`config.mk`:
```
export PLATFORM = sky130hd
export DESIGN_NAME = periodic_event_timer_table_top
export DESIGN_NICKNAME = d
export VERILOG_FILES = /design/src/hw/rtl/pett_pkg.sv /design/src/hw/rtl/pett_cell.sv /design/src/hw/rtl/periodic_event_timer_table_top.sv
export SDC_FILE = /design/constraint.sdc
export NUM_CORES = 2
export LEC_CHECK = 0
export ABC_AREA = 1
export ABC_CLOCK_PERIOD_IN_PS = 12600
export BUFFER_PORTS_ARGS = -buffer_cell sky130_fd_sc_hd__buf_2
export CAP_MARGIN = 20
export CORE_ASPECT_RATIO = 1.1
export CORE_MARGIN = 5
export CORE_UTILIZATION = 40
export CTS_CLUSTER_SIZE = 24
export DETAILED_ROUTE_END_ITERATION = 7
export PLACE_DENSITY = 0.53
export SLEW_MARGIN = 20
export SYNTH_ARGS = -nofsm -noshare
export SYNTH_HDL_FRONTEND = slang
export SYNTH_HIERARCHICAL = 1
export SYNTH_SLANG_ARGS = --single-unit
```
`constraint.sdc`:
```
create_clock -name clk -period 12.6 [get_ports clk]
set_input_delay 1.26 -clock clk [delete_from_list [all_inputs] [get_ports clk]]
set_output_delay 1.26 -clock clk [all_outputs]
set_load 0.03 [all_outputs]
```
`src/hw/rtl/pett_pkg.sv`:
```
`timescale 1ns / 1ps
`default_nettype none
// ----------------------------------------------------------------------------
// Periodic event timer table package
// Shared request codes, count modes, reset threshold, and slot, cell control,
// firing record and result types for the timer table and its cells.
// ----------------------------------------------------------------------------
package pett_pkg;

    localparam int            NUM_SLOTS     = 16;
    localparam int            SLOT_W        = 4;
    localparam logic [15:0]   THRESH_RESET  = 16'd900;

    localparam logic [2:0] REQ_TICK   = 3'd0;
    localparam logic [2:0] REQ_ADD    = 3'd1;
    localparam logic [2:0] REQ_REMOVE = 3'd2;
    localparam logic [2:0] REQ_QUERY  = 3'd3;
    localparam logic [2:0] REQ_CLEAR  = 3'd4;

    localparam logic [1:0] MODE_UP    = 2'd1;
    localparam logic [1:0] MODE_DOWN  = 2'd2;

    typedef struct packed {
        logic [15:0] remaining;
        logic        fire_each;
        logic [15:0] event_handle;
        logic [15:0] arg_handle;
        logic [1:0]  mode;
    } slot_data_t;

    typedef struct packed {
        logic add;
        logic drop;
        logic shift;
    } cell_ctrl_t;

    typedef struct packed {
        logic              fire;
        logic [SLOT_W-1:0] slot;
        logic [15:0]       event_handle;
        logic [15:0]       arg_handle;
        logic [15:0]       count;
    } fire_rec_t;

    typedef struct packed {
        logic              fired;
        logic [SLOT_W-1:0] fired_slot;
        logic [15:0]       fired_event;
        logic [15:0]       fired_arg;
        logic [15:0]       fire_count;
        logic              found;
        logic [15:0]       remaining;
        logic              last;
    } result_t;

    function automatic result_t fire_result(fire_rec_t rec, logic last);
        result_t r;
        r             = '0;
        r.fired       = rec.fire;
        r.fired_slot  = rec.slot;
        r.fired_event = rec.event_handle;
        r.fired_arg   = rec.arg_handle;
        r.fire_count  = rec.count;
        r.last        = last;
        return r;
    endfunction

endpackage
`default_nettype wire

```
`src/hw/rtl/pett_cell.sv`:
```
`timescale 1ns / 1ps
`default_nettype none
// ----------------------------------------------------------------------------
// Timer slot cell
// Holds one timer slot, loads or drops it on request, and updates it when the
// tick token passes through, handing the token to the next cell.
// ----------------------------------------------------------------------------
module pett_cell #(
    parameter int CELL_IDX = 0
) (
    input  logic                   clk,
    input  logic                   rst_n,
    input  pett_pkg::cell_ctrl_t   ctrl,
    input  pett_pkg::slot_data_t   add_data,
    input  logic [15:0]            tick_ms,
    input  logic [15:0]            threshold,
    input  logic                   tok_in,
    output logic                   tok_out,
    output logic                   valid,
    output logic [15:0]            remaining,
    output pett_pkg::fire_rec_t    rec
);
    import pett_pkg::*;

    logic        valid_reg, valid_next;
    logic        tok_reg, tok_next;
    logic [16:0] time_reg, time_next;
    logic [15:0] elapsed_reg, elapsed_next;
    slot_data_t  data_reg, data_next;

    logic [16:0] time_sum;
    logic        hit;
    logic        step;
    logic [15:0] count;

    assign step     = tok_reg && ctrl.shift && valid_reg;
    assign time_sum = time_reg + {1'b0, tick_ms};
    assign hit      = time_sum >= {1'b0, threshold};

    always_comb
    begin
        unique case (data_reg.mode)
            MODE_UP:   count = elapsed_reg;
            MODE_DOWN: count = data_reg.remaining;
            default:   count = '0;
        endcase
    end

    always_comb
    begin
        rec = '0;
        if (tok_reg && valid_reg && hit)
        begin
            rec.fire         = (data_reg.remaining == 16'd0) || data_reg.fire_each;
            rec.slot         = SLOT_W'(CELL_IDX);
            rec.event_handle = data_reg.event_handle;
            rec.arg_handle   = data_reg.arg_handle;
            rec.count        = count;
        end
    end

    always_comb
    begin
        valid_next   = valid_reg;
        time_next    = time_reg;
        elapsed_next = elapsed_reg;
        data_next    = data_reg;
        tok_next     = ctrl.shift ? tok_in : tok_reg;
        if (ctrl.add)
        begin
            valid_next   = 1'b1;
            time_next    = '0;
            elapsed_next = '0;
            data_next    = add_data;
        end
        else if (ctrl.drop)
        begin
            valid_next = 1'b0;
        end
        else if (step)
        begin
            if (hit)
            begin
                time_next = '0;
                if (data_reg.remaining == 16'd0)
                begin
                    valid_next = 1'b0;
                end
                else
                begin
                    elapsed_next       = elapsed_reg + 16'd1;
                    data_next.remaining = data_reg.remaining - 16'd1;
                end
            end
            else
            begin
                time_next = time_sum;
            end
        end
    end

    always_ff @(posedge clk or negedge rst_n)
    begin
        if (!rst_n)
        begin
            valid_reg <= 1'b0;
            tok_reg   <= 1'b0;
        end
        else
        begin
            valid_reg <= valid_next;
            tok_reg   <= tok_next;
        end
    end

    always_ff @(posedge clk)
    begin
        time_reg    <= time_next;
        elapsed_reg <= elapsed_next;
        data_reg    <= data_next;
    end

    assign tok_out   = tok_reg;
    assign valid     = valid_reg;
    assign remaining = data_reg.remaining;

endmodule
`default_nettype wire

```
`src/hw/rtl/periodic_event_timer_table_top.sv`:
```
`timescale 1ns / 1ps
`default_nettype none
// ----------------------------------------------------------------------------
// Periodic event timer table
// A row of timer slot cells with request decoding, tick walk control and a
// registered result stage.
// ----------------------------------------------------------------------------
// Add, remove, query, clear and unknown requests give their single result in
// the cycle after they are taken. A tick request passes a token along the row
// of SLOTS cells, one cell per cycle unless a held result waits on res_stall;
// no new request is taken until its last result has been registered.
module periodic_event_timer_table_top #(
    parameter int SLOTS = pett_pkg::NUM_SLOTS
) (
    input  logic        clk,
    input  logic        rst_n,
    input  logic        cfg_write_en,
    input  logic [15:0] cfg_write_data,
    input  logic        req_valid,
    output logic        req_stall,
    input  logic [2:0]  req_type,
    input  logic [3:0]  slot,
    input  logic [15:0] tick_ms,
    input  logic [15:0] repeat_count,
    input  logic        fire_each_time,
    input  logic [15:0] event_handle,
    input  logic [15:0] arg_handle,
    input  logic [1:0]  count_mode,
    output logic        res_valid,
    input  logic        res_stall,
    output logic        fired,
    output logic [3:0]  fired_slot,
    output logic [15:0] fired_event,
    output logic [15:0] fired_arg,
    output logic [15:0] fire_count,
    output logic        found,
    output logic [15:0] remaining,
    output logic        last
);
    import pett_pkg::*;

    typedef enum logic [2:0] {
        ST_IDLE   = 3'b001,
        ST_WALK   = 3'b010,
        ST_FINISH = 3'b100
    } state_t;

    state_t      state_reg, state_next;
    logic [15:0] thresh_reg;
    logic [15:0] tick_reg;
    result_t     res_reg, res_next;
    logic        res_valid_reg, res_valid_next;
    fire_rec_t   pend_reg, pend_next;
    logic        pend_valid_reg, pend_valid_next;

    cell_ctrl_t  ctrl [SLOTS];
    fire_rec_t   cell_rec [SLOTS];
    logic [15:0] cell_rem [SLOTS];
    logic [SLOTS-1:0] cell_valid;
    logic [SLOTS-1:0] tok_vec;
    logic [SLOTS-1:0] tok_in;

    slot_data_t  add_data;
    fire_rec_t   rec_sel;
    logic        out_free;
    logic        req_acc;
    logic        start;
    logic        adv;
    logic        in_range;
    logic        sel_valid;
    logic [15:0] sel_rem;

    assign out_free  = !res_valid_reg || !res_stall;
    assign req_stall = !((state_reg == ST_IDLE) && out_free);
    assign req_acc   = req_valid && !req_stall;
    assign start     = req_acc && (req_type == REQ_TICK);
    assign in_range  = 32'(slot) < SLOTS;
    assign adv       = (state_reg == ST_WALK) && (!(rec_sel.fire && pend_valid_reg) || out_free);

    assign add_data.remaining    = repeat_count;
    assign add_data.fire_each    = fire_each_time;
    assign add_data.event_handle = event_handle;
    assign add_data.arg_handle   = arg_handle;
    assign add_data.mode         = count_mode;

    always_comb
    begin
        for (int i = 0; i < SLOTS; i++)
        begin
            ctrl[i].add   = req_acc && (req_type == REQ_ADD) && (32'(slot) == i);
            ctrl[i].drop  = req_acc && ((req_type == REQ_CLEAR)
                            || ((req_type == REQ_REMOVE) && (32'(slot) == i)));
            ctrl[i].shift = start || adv;
            tok_in[i]     = (i == 0) ? start : tok_vec[(i == 0) ? 0 : i - 1];
        end
    end

    for (genvar g = 0; g < SLOTS; g++)
    begin : g_cell
        pett_cell #(
            .CELL_IDX (g)
        ) u_cell (
            .clk       (clk),
            .rst_n     (rst_n),
            .ctrl      (ctrl[g]),
            .add_data  (add_data),
            .tick_ms   (tick_reg),
            .threshold (thresh_reg),
            .tok_in    (tok_in[g]),
            .tok_out   (tok_vec[g]),
            .valid     (cell_valid[g]),
            .remaining (cell_rem[g]),
            .rec       (cell_rec[g])
        );
    end

    always_comb
    begin
        rec_sel   = '0;
        sel_valid = 1'b0;
        sel_rem   = '0;
        for (int i = 0; i < SLOTS; i++)
        begin
            rec_sel = fire_rec_t'(rec_sel | cell_rec[i]);
            if (32'(slot) == i)
            begin
                sel_valid = cell_valid[i];
                sel_rem   = cell_rem[i];
            end
        end
    end

    always_comb
    begin
        state_next      = state_reg;
        res_next        = res_reg;
        res_valid_next  = res_valid_reg && res_stall;
        pend_next       = pend_reg;
        pend_valid_next = pend_valid_reg;
        unique case (state_reg)
            ST_IDLE:
            begin
                if (req_acc)
                begin
                    if (req_type == REQ_TICK)
                    begin
                        state_next = ST_WALK;
                    end
                    else
                    begin
                        res_valid_next = 1'b1;
                        res_next       = '0;
                        res_next.last  = 1'b1;
                        unique case (req_type)
                            REQ_ADD:
                            begin
                                res_next.found = in_range;
                            end
                            REQ_REMOVE:
                            begin
                                res_next.found = in_range && sel_valid;
                            end
                            REQ_QUERY:
                            begin
                                res_next.found     = in_range && sel_valid;
                                res_next.remaining = (in_range && sel_valid) ? sel_rem : 16'd0;
                            end
                            default:
                            begin
                                res_next.found = 1'b0;
                            end
                        endcase
                    end
                end
            end
            ST_WALK:
            begin
                if (adv)
                begin
                    if (rec_sel.fire)
                    begin
                        if (pend_valid_reg)
                        begin
                            res_valid_next = 1'b1;
                            res_next       = fire_result(pend_reg, 1'b0);
                        end
                        pend_next       = rec_sel;
                        pend_valid_next = 1'b1;
                    end
                    if (tok_vec[SLOTS-1])
                    begin
                        state_next = ST_FINISH;
                    end
                end
            end
            ST_FINISH:
            begin
                if (out_free)
                begin
                    res_valid_next = 1'b1;
                    if (pend_valid_reg)
                    begin
                        res_next = fire_result(pend_reg, 1'b1);
                    end
                    else
                    begin
                        res_next      = '0;
                        res_next.last = 1'b1;
                    end
                    pend_valid_next = 1'b0;
                    state_next      = ST_IDLE;
                end
            end
            default:
            begin
                state_next = ST_IDLE;
            end
        endcase
    end

    always_ff @(posedge clk or negedge rst_n)
    begin
        if (!rst_n)
        begin
            state_reg      <= ST_IDLE;
            thresh_reg     <= THRESH_RESET;
            res_valid_reg  <= 1'b0;
            pend_valid_reg <= 1'b0;
        end
        else
        begin
            state_reg      <= state_next;
            res_valid_reg  <= res_valid_next;
            pend_valid_reg <= pend_valid_next;
            if (cfg_write_en)
            begin
                thresh_reg <= cfg_write_data;
            end
        end
    end

    always_ff @(posedge clk)
    begin
        res_reg  <= res_next;
        pend_reg <= pend_next;
        if (start)
        begin
            tick_reg <= tick_ms;
        end
    end

    assign res_valid   = res_valid_reg;
    assign fired       = res_reg.fired;
    assign fired_slot  = res_reg.fired_slot;
    assign fired_event = res_reg.fired_event;
    assign fired_arg   = res_reg.fired_arg;
    assign fire_count  = res_reg.fire_count;
    assign found       = res_reg.found;
    assign remaining   = res_reg.remaining;
    assign last        = res_reg.last;

    // The token is held by at most one cell, and by exactly one during a walk.
    a_tok_single : assert property (@(posedge clk) disable iff (!rst_n)
        $onehot0(tok_vec))
        else $error("tick token held by more than one cell");

    a_tok_walk : assert property (@(posedge clk) disable iff (!rst_n)
        (state_reg == ST_WALK) |-> $onehot(tok_vec))
        else $error("walk in progress without a token");

    a_tok_idle : assert property (@(posedge clk) disable iff (!rst_n)
        (state_reg != ST_WALK) |-> (tok_vec == '0))
        else $error("token present outside a walk");

    a_pend_idle : assert property (@(posedge clk) disable iff (!rst_n)
        (state_reg == ST_IDLE) |-> !pend_valid_reg)
        else $error("held firing record left over after a tick");

    a_single_res : assert property (@(posedge clk) disable iff (!rst_n)
        (req_acc && (req_type != REQ_TICK)) |=> (res_valid && last))
        else $error("single result request gave no final result");

endmodule
`default_nettype wire
```
==> results.md <==
- Outcome: finished, final reports clean
- Yosys warnings: 6
- Register area share after synthesis: 0.403
- Dominant cell type by area after synthesis: edfxtp_1
- Post-synth EDFFs: 955
- DR WL/cell: 23.2 um
- CP Capture Type: flip-flop
- RR Startpoint: tick_reg[9]
- Post_cts resized: 0
- CTS Buf Count: 189
- Post-Syn Area: 101000 um^2
- GPL Wtd Cong: 1.06
- Post-CTS Repair Setup Buffers: 0
- Initial antenna violation count: 29
- Clock sink count: 1536
- Max-cap violations: 0
- Synth cell types: 59
- Pins Over Slew Limit: 0
- Max stage delay on crit path: 1.08 ns
- # IOs: 168
- Clock Skews: 0.124 ns
- Mapped Cells: 13200
- RSZ-0062 raised after global routing: false
- Clock Pin Slew Worst Setup and Hold Paths: 0.07 ns
- Worst R2R Path Depth: 32
- Total track usage: 0.281
- CTS Hold Bufs: 0
- Largest cells by area after synthesis: edfxtp_1 (28%), dfxtp_1 (10%), nand2_1 (8.2%)
- Worst Path Arrival: 9.63 ns
- RR Endpoint: g_cell[14].u_cell/remaining[8]
- Setup CP Type: reg -> reg
- Max clock buf depth: 4
- Final hold vios: 0
- Worst slew pin tran: 1.31 ns
- H-tree depth: 4
- Vias in the first global route: 83500
- Die H: 536 um
- Fraction of registers with async set/reset: 0.0345
- Final WL: 382000 um
- Met2 wire len: 171000 um
- Layout Nets: 13700
- Met3 WL: 29700 um
- Predominant post-synthesis flop cell: edfxtp_1
- Worst hold margin: 0.417 ns
- Root Buffer: clkbuf_16
- Remaining Overflow, GRT: 0
- R2r setup slk: 3.42 ns
- Post-DRT Antenna Nets: 0
- Placement Setup Slack: 3.51 ns
- Max IR drop VDD: 0.157 mV
- First-pass GRT wire length: 550000 um
- Hold Path Class: in -> async
- Final min period: 9.18 ns
- P per Cell Area: 129 nW/um^2
- Setup TNS: 0 ns
- Final Cycle Share: 0.729
- Largest net degree at the start of global routing: 69
- Area grow syn2layout: 8.49%
- Pre-antenna DRT Iters: 7
- Leakage: 0.0492 uW
- 1st-iter DRT viols: 9236
- CTS tree: yes
- Worst Path Required: 13.05 ns
- Dpl cells: 16200
- Fmax: 0.109 GHz
- Non-Filler Instances: 16500
- Final setup fails: 0
- M1 WL: 163000 um
- DRC Markers: 0
- Ratio of cells with drive above 1 in the final layout: 0.0789
- Max-slew headroom: 0.119
- Setup ws final: 3.42 ns
- CP max stage cell: edfxtp_1
- Die area: 262000 um^2
- Dpl hpwl: 269000 um
- Startpoint Class: flip-flop
- Syn Area/Cell: 7.63 um^2
- Max layer used: met5
- Most used cell, CP: nand2_1
- Initial Utilization: 0.401
- CORE AREA: 251000 um^2
- Vias: 89000
- Vias per cell: 5.39
- Worst-path maximum fanout: 34
- IO Port Bufs: 167
- Rows: 193
- Worst-Skew Late Latency: 0.90 ns
- Max FFs per register: 560
- Synth top area share: 0.285
- Die Span X: 488 um
- #FFs+latches synth: 1536
## placed cells by master (no fill, tap or decap), types with 33 or more instances in the layout
cell and instances:
nand2_1 2208, inv_1 2191, nor2_1 2151, edfxtp_1 955
a21oi_1 753, nand3_1 614, ha_1 576, dfxtp_1 528
xor2_1 424, o21ai_0 377, nor4_1 286, nand4_1 270
clkbuf_16 193, o22ai_1 189, buf_2 167, nor3_1 148
buf_4 127, a31oi_1 100, nor2_2 67, or2_2 61
dfrtp_1 48, nand2_2 46, inv_2 44, xnor2_1 36
a21o_1 35, clkinv_2 34, nand3_4 33
## metal layers
| layer | track usage | up-vias |
|---|---|---|
| met2 | 0.454 | 3607 |
| met5 | 0 | - |
| met4 | 0.117 | 2 |
| met1 | 0.376 | 42300 |
| met3 | 0.0427 | 748 |
| li1 | - | 42300 |
## how the worst max path moves through the flow
stage | start | endpoint | depth (start not counted)
floorplan | tick_reg[1] | fire_count[0] | 31
global placement | tick_reg[9] | g_cell[2].u_cell/remaining[2] | 32
detailed placement | tick_reg[9] | g_cell[13].u_cell/remaining[15] | 34
CTS | tick_reg[9] | g_cell[14].u_cell/remaining[8] | 34
global route | tick_reg[9] | g_cell[14].u_cell/remaining[8] | 34
finish | tick_reg[9] | g_cell[14].u_cell/remaining[8] | 32
## critical path, delay by kind of cell, from the launching register on
family / cells / cell delay (ns)
DFF: 1 / 1.08
buffers and inverters: 7 / 2.10
xor gates and xnor gates: 1 / 0.22
AOI/OAI and AO/OA: 6 / 0.90
adders and majority gates: 2 / 0.62
and+or+nand+nor: 16 / 3.73
## Yosys cell counts, drive strengths merged, types with 14 or more instances
| cell type | instances |
|---|---|
| or2 | 73 |
| o21ai | 388 |
| ha | 576 |
| fa | 16 |
| conb | 15 |
| o31ai | 28 |
| nand4 | 280 |
| o21a | 19 |
| nand2 | 2270 |
| buf | 458 |
| nor2 | 2239 |
| o21bai | 26 |
| o22ai | 189 |
| clkbuf | 203 |
| edfxtp | 955 |
| a21boi | 14 |
| a21o | 35 |
| a31oi | 100 |
| xor2 | 424 |
| nand3 | 662 |
| dfrtp | 48 |
| nor3 | 181 |
| nand3b | 24 |
| xnor2 | 36 |
| mux2 | 32 |
| a21oi | 780 |
| dfxtp | 528 |
| nor4 | 297 |
| inv | 2245 |
## final cells by class
class | count | area, um^2
Timing Repair Buffer | 297 | 1840
Fill cell | 25300 | 142000
Clock inverter | 88 | 980
Tap cell | 3315 | 4150
Clock buffer | 247 | 5250
Multi-Input combinational cell | 8767 | 47900
Antenna cell | 7 | 17.5
Inverter | 2258 | 8500
Sequential cell | 1536 | 40600
## power breakdown
| part | switching, uW | internal, uW |
|---|---|---|
| Combinational | 1910 | 812 |
| Sequential | 136 | 5600 |
| Clock | 2300 | 3310 |
## per-stage QoR
stage	cell area (um^2)	power, uW	utilization
2_1_floorplan	101000	7660	-
3_3_place_gp	103000	8490	0.410
3_5_place_dp	103000	8530	0.411
4_1_cts	109000	14200	0.435
5_1_grt	109000	14700	0.435
6_report	109000	14100	0.435
## cell families (layout without fill, tap and decap cells)
logic type / after synthesis / in the layout / synth area share
adder cells (fa/ha/maj): 592 / 592 / 0.0747
XOR/XNOR: 460 / 460 / 0.0400
flip-flops: 1536 / 1536 / 0.403
other: 15 / 39 / 0.000559
multiplexers: 32 / 32 / 0.00358
AND/OR/NAND/NOR: 6039 / 6039 / 0.264
AO/OA/AOI/OAI: 1612 / 1612 / 0.0898
buffers and inverters: 2919 / 2890 / 0.124
Power figures use the tool's default switching activity.
